File: config.mk
export PLATFORM = sky130hd
export DESIGN_NAME = tlet_ram
export DESIGN_NICKNAME = d
export VERILOG_FILES = /design/src/rtl/core/tlet_ram.sv
export SDC_FILE = /design/constraint.sdc
export NUM_CORES = 1
export LEC_CHECK = 0
export ABC_AREA = 1
export ABC_CLOCK_PERIOD_IN_PS = 3100
export BUFFER_PORTS_ARGS = -buffer_cell sky130_fd_sc_hd__buf_2
export CORE_MARGIN = 4
export CORE_UTILIZATION = 40
export DETAILED_ROUTE_END_ITERATION = 10
export GPL_TIMING_DRIVEN = 0
export PLACE_DENSITY = 0.66
export SLEW_MARGIN = 20
export SYNTH_ARGS = -nofsm -noshare
export SYNTH_HDL_FRONTEND = slang
export SYNTH_SLANG_ARGS = --single-unit
File: constraint.sdc
create_clock -name clock -period 3.1 [get_ports clock]
set_input_delay 0.155 -clock clock [delete_from_list [all_inputs] [get_ports clock]]
set_output_delay 0.155 -clock clock [all_outputs]
set_load 0.01 [all_outputs]
File: src/rtl/core/tlet_ram.sv
// Generic single-write, single-read RAM with registered read data.
// No dependencies; holds the long load history of the tracker.
`timescale 1ns / 1ps
`default_nettype none

module tlet_ram #(
   parameter int WIDTH = 20,
   parameter int DEPTH = 64,
   localparam int ADDR_W = (DEPTH > 1) ? $clog2(DEPTH) : 1
) (
   input  wire logic              clock,
   input  wire logic              wr_en,
   input  wire logic [ADDR_W-1:0] wr_addr,
   input  wire logic [WIDTH-1:0]  wr_data,
   input  wire logic              rd_en,
   input  wire logic [ADDR_W-1:0] rd_addr,
   output      logic [WIDTH-1:0]  rd_data
);

   logic [WIDTH-1:0] mem_ff [DEPTH];
   logic [WIDTH-1:0] rd_data_ff;

   always_ff @(posedge clock) begin
      if (wr_en) begin
         mem_ff[wr_addr] <= wr_data;
      end
      // read data holds while no read is issued
      if (rd_en) begin
         rd_data_ff <= mem_ff[rd_addr];
      end
   end

   assign rd_data = rd_data_ff;

endmodule

`default_nettype wire

Word level (Yosys, flattened, before mapping)
Memories as Yosys holds them, arrays and structs flattened. A register that Yosys moved wholly into a read port is not among the register bits.
Index checks and enable logic that the tools add are counted.
{"block": "word_totals", "regBits": 0, "latchBits": 0, "mem_bits_rw": 1280, "mem_bits_ro": 0, "input_bits": 35, "memories": 1}
{"block": "classes", "n_addsub": 0, "mul": 0, "div_mod_pow": 0, "n_lt_le_gt_ge": 0, "eq_ne": 0, "shifts": 0, "muxes": 2, "n_bitwise": 0, "reduce_logical": 0}
{"name": "mem_ff", "words": 64, "width": 20, "read_ports": 1, "rd_ports_with_merged_regs": 1, "wr": 1, "line": "20", "source": "logic [WIDTH-1:0] mem_ff [DEPTH];"}
{"operator": "two-way mux 1 bit", "count": 2}

Longest topological paths before layout
{"block": "depth", "ltp_word": 2, "depth_mapped": 11}

Least setup slack after synthesis
No wires, ideal clock.
{"block": "synth_timing", "path_kind": "input to register", "from": "in wr_en", "to": "mem mem_ff[48][0], enable pin", "setup_time_ns": 0.448, "t_arrival_ns": 2.655, "required_time_ns": 2.652, "setup_slack_ns": -0.003, "stages": 3, "path_cell_list": "clkbuf_1 nand4_1 nor4_1"}
{"block": "synth_via", "elab_chain_len": 2}
{"item": "from (decl)", "line": "12", "source": "input wire logic wr_en,"}
{"item": "two-way mux 1 bit", "line": "24", "source": "if (wr_en) begin"}
{"item": "two-way mux 1 bit (not written as such)", "line": "25", "source": "mem_ff[wr_addr] <= wr_data;"}
{"item": "to (decl)", "line": "20"}
No other way between the ends.

Final worst setup path
{"block": "layout_timing", "from": "in wr_addr[1]", "to": "mem mem_ff[8][8], enable pin"}
{"item": "from (decl)", "line": "13", "source": "input wire logic [ADDR_W-1:0] wr_addr,"}
No word-level cell before the write port.

==> metrics <==
Max-Cap Viols=0; Post-route DRC=0; Antenna Nets Post-Route=0; Initial Utilization=40.4%; Vias=35,400; Critical Path AT=2.95 ns; Max Buffers Root-to-Sink=3; I/O Pins=55; Root Buffer=clkbuf_16; drt first pass iters=7; Post-DP HPWL=105 mm; syn avg cell area=12.0 um^2; RR Endpoint=rd_data[14]$_DFFE_PP_; Net Sw Power=8690 uW; Skew-Pair Late Insertion Delay=0.75 ns; Crit Path Class=in2reg; Seq/Total Area, Yosys=74.6%; Syn Inst Count=4,373; initial drt markers=4,612; RR Startpoint=mem_ff[47][14]$_DFFE_PP_; Net Count, Synth=4,408; Vias/cell=5.44; post-synth cell types=12; Startpoint Class=primary input; Worst EP required=3.56 ns; fraction of layout cells with a size suffix above 1=12.4%; Tmin final=2.50 ns; htree depth=4; Logic pwr share=7.0%; first-pass GRT wire length=222 mm; commonest non-fill, non-tap cell in the layout=nand2_1; Hold Path Origin=wr_data[4]; Synth-to-Final Area Change=15.9%; TritonCTS Buffers=131; initial antenna violation count=9; Flop pwr share=51.8%; Achievable Freq=400 MHz; FF-to-FF path depth=8; gr usage total=22.4%; wirelength, routed=156 mm; Max VDD drop=0.000559 V; most frequent cells in the layout=nand2_1, edfxtp_1, nand3_1, buf_2, clkbuf_16; setup ws final=0.602 ns; GR Util met3=5.62%; clk sinks=1,300; hold crit path type=in2reg; Place WS=-0.00631 ns; vias in the first global route=33,300; register bit total from synthesis=1,300; largest area contributor in the netlist=edfxtp_1; Clk pin slew, worst setup/hold paths=0.06 ns; Overall Power=37,700 uW; top cell type's share of synthesized area=74.6%; die area=137,000 um^2; busiest grt layer=met2; Die Span X=370 um; total gr overflow=0; final cycle utilization of the critical path=80.6%; M1 GR Usage=30.5%; Syn. warnings=0; Sw Ratio=23.1%; die height=370 um; core area=130,000 um^2; Post-CTS Resized=0; Setup crit end kind=flop; WHS Path Cells=1; final number of hold-violating endpoints=0; std cell rows=132; PortBufs=46; Min-Delay Endpoint=mem_ff[27][4]$_DFFE_PP_; Wirelength per Cell=24.0 um; CTS tree=built; worst relative slew slack=30.2%; status=completed; Leak=0.0218 uW; nets=4,682; met2 Use GR=34.9%; pin count of the biggest net entering global routing=65; setup violators final=0; RSZ-0062 raised after global routing=no; Pwr Density=621 nW/um^2; clock skew after layout=0.0262 ns; critical path peak fanout=12; synthesized area=52,300 um^2; max-slew violations=0; FILL cells=11,400; worst-margin pin slew=1.04 ns; routability cong.=1.05; Clk pwr share=41.2%; synth top area cells=edfxtp_1, nand2_1, nand3_1; cell-internal power=29,000 uW; r2r setup slk=1.11 ns
[worst max-delay path, stage by stage]
cell and delay (ns):
clkbuf_1 0.33, inv_1 0.39, nand4_1 0.86, nor2_2 0.95, buf_6 0.25
[power by group through the flow]
stage               Combinational, uW  Sequential, uW  Clock [uW]
global route                     2800           19500       16400
global placement                 2410           19900           0
floorplan                        1230           19900           0
finish                           2630           19500       15500
CTS                              2580           19500       15700
detailed placement               2550           19900           0
[cell families after synthesis]
logic type,count (synthesis),synth area share [%]
flip-flops,1300,74.6
AND/OR/NAND/NOR,2780,22.6
buffers and inverters,293,2.77
[worst max path at each step]
stage                     startpoint                       end  cells after the start
after CTS                 wr_addr[1]   mem_ff[8][10]$_DFFE_PP_                      5
after floorplan                wr_en   mem_ff[48][0]$_DFFE_PP_                      3
after global routing      wr_addr[2]    mem_ff[2][5]$_DFFE_PP_                      5
after global placement    wr_addr[1]  mem_ff[54][10]$_DFFE_PP_                      3
final                     wr_addr[1]    mem_ff[8][8]$_DFFE_PP_                      5
after detailed placement  wr_addr[1]    mem_ff[8][8]$_DFFE_PP_                      5
[synthesized netlist by cell type (all sizes together)]
cell	number
inv	12
nand3	1087
edfxtp	1300
nor2	56
nand2	1620
buf	235
clkbuf	46
nand4	9
nor4	8
[state kept, by name, indices dropped and copies added (netlist names)]
name,flops
rd_data,20
mem_ff,1280
[final cells by class]
| class | count | area, um^2 | area share [%] |
|---|---|---|---|
| Clock inverter | 74 | 709 | 1.17 |
| Inverter | 12 | 45.0 | 0.0743 |
| Tap cell | 1742 | 2180 | 3.59 |
| Timing Repair Buffer | 141 | 1550 | 2.55 |
| Clock buffer | 158 | 3460 | 5.71 |
| Antenna cell | 5 | 12.5 | 0.0206 |
| Buffer | 281 | 1400 | 2.31 |
| Sequential cell | 1300 | 39000 | 64.4 |
| Multi-Input combinational cell | 2780 | 12200 | 20.2 |
[metrics by stage]
| stage | setup TNS, ns | instance area [um^2] | cells | hold WS [ns] | util, % |
|---|---|---|---|---|---|
| floorplan | -0.487 | 52300 | 4373 | 0.254 | - |
| global placement | -711.93 | 54700 | 6161 | 0.566 | 42.2 |
| detailed placement | -0.0503 | 56300 | 6238 | 0.535 | 43.4 |
| CTS | 0 | 60600 | 6488 | 0.000636 | 46.8 |
| global route | 0 | 60600 | 6488 | 0.0566 | 46.8 |
| finish | 0 | 60600 | 6493 | 0.0442 | 46.8 |
[repair_timing]
| action | CTS | global route |
|---|---|---|
| hold endpoints to repair | 498 | 0 |
| hold buffers | 18 | 0 |
| buffers inserted | 0 | 0 |
[layer usage]
layer | vias to the layer above | wire (um)
li1 | 16000 | -
met2 | 1833 | 71200
met1 | 17200 | 61900
met5 | - | 24
met3 | 289 | 17100
met4 | 4 | 5620
Note: power is estimated with default switching activity, not from simulation.
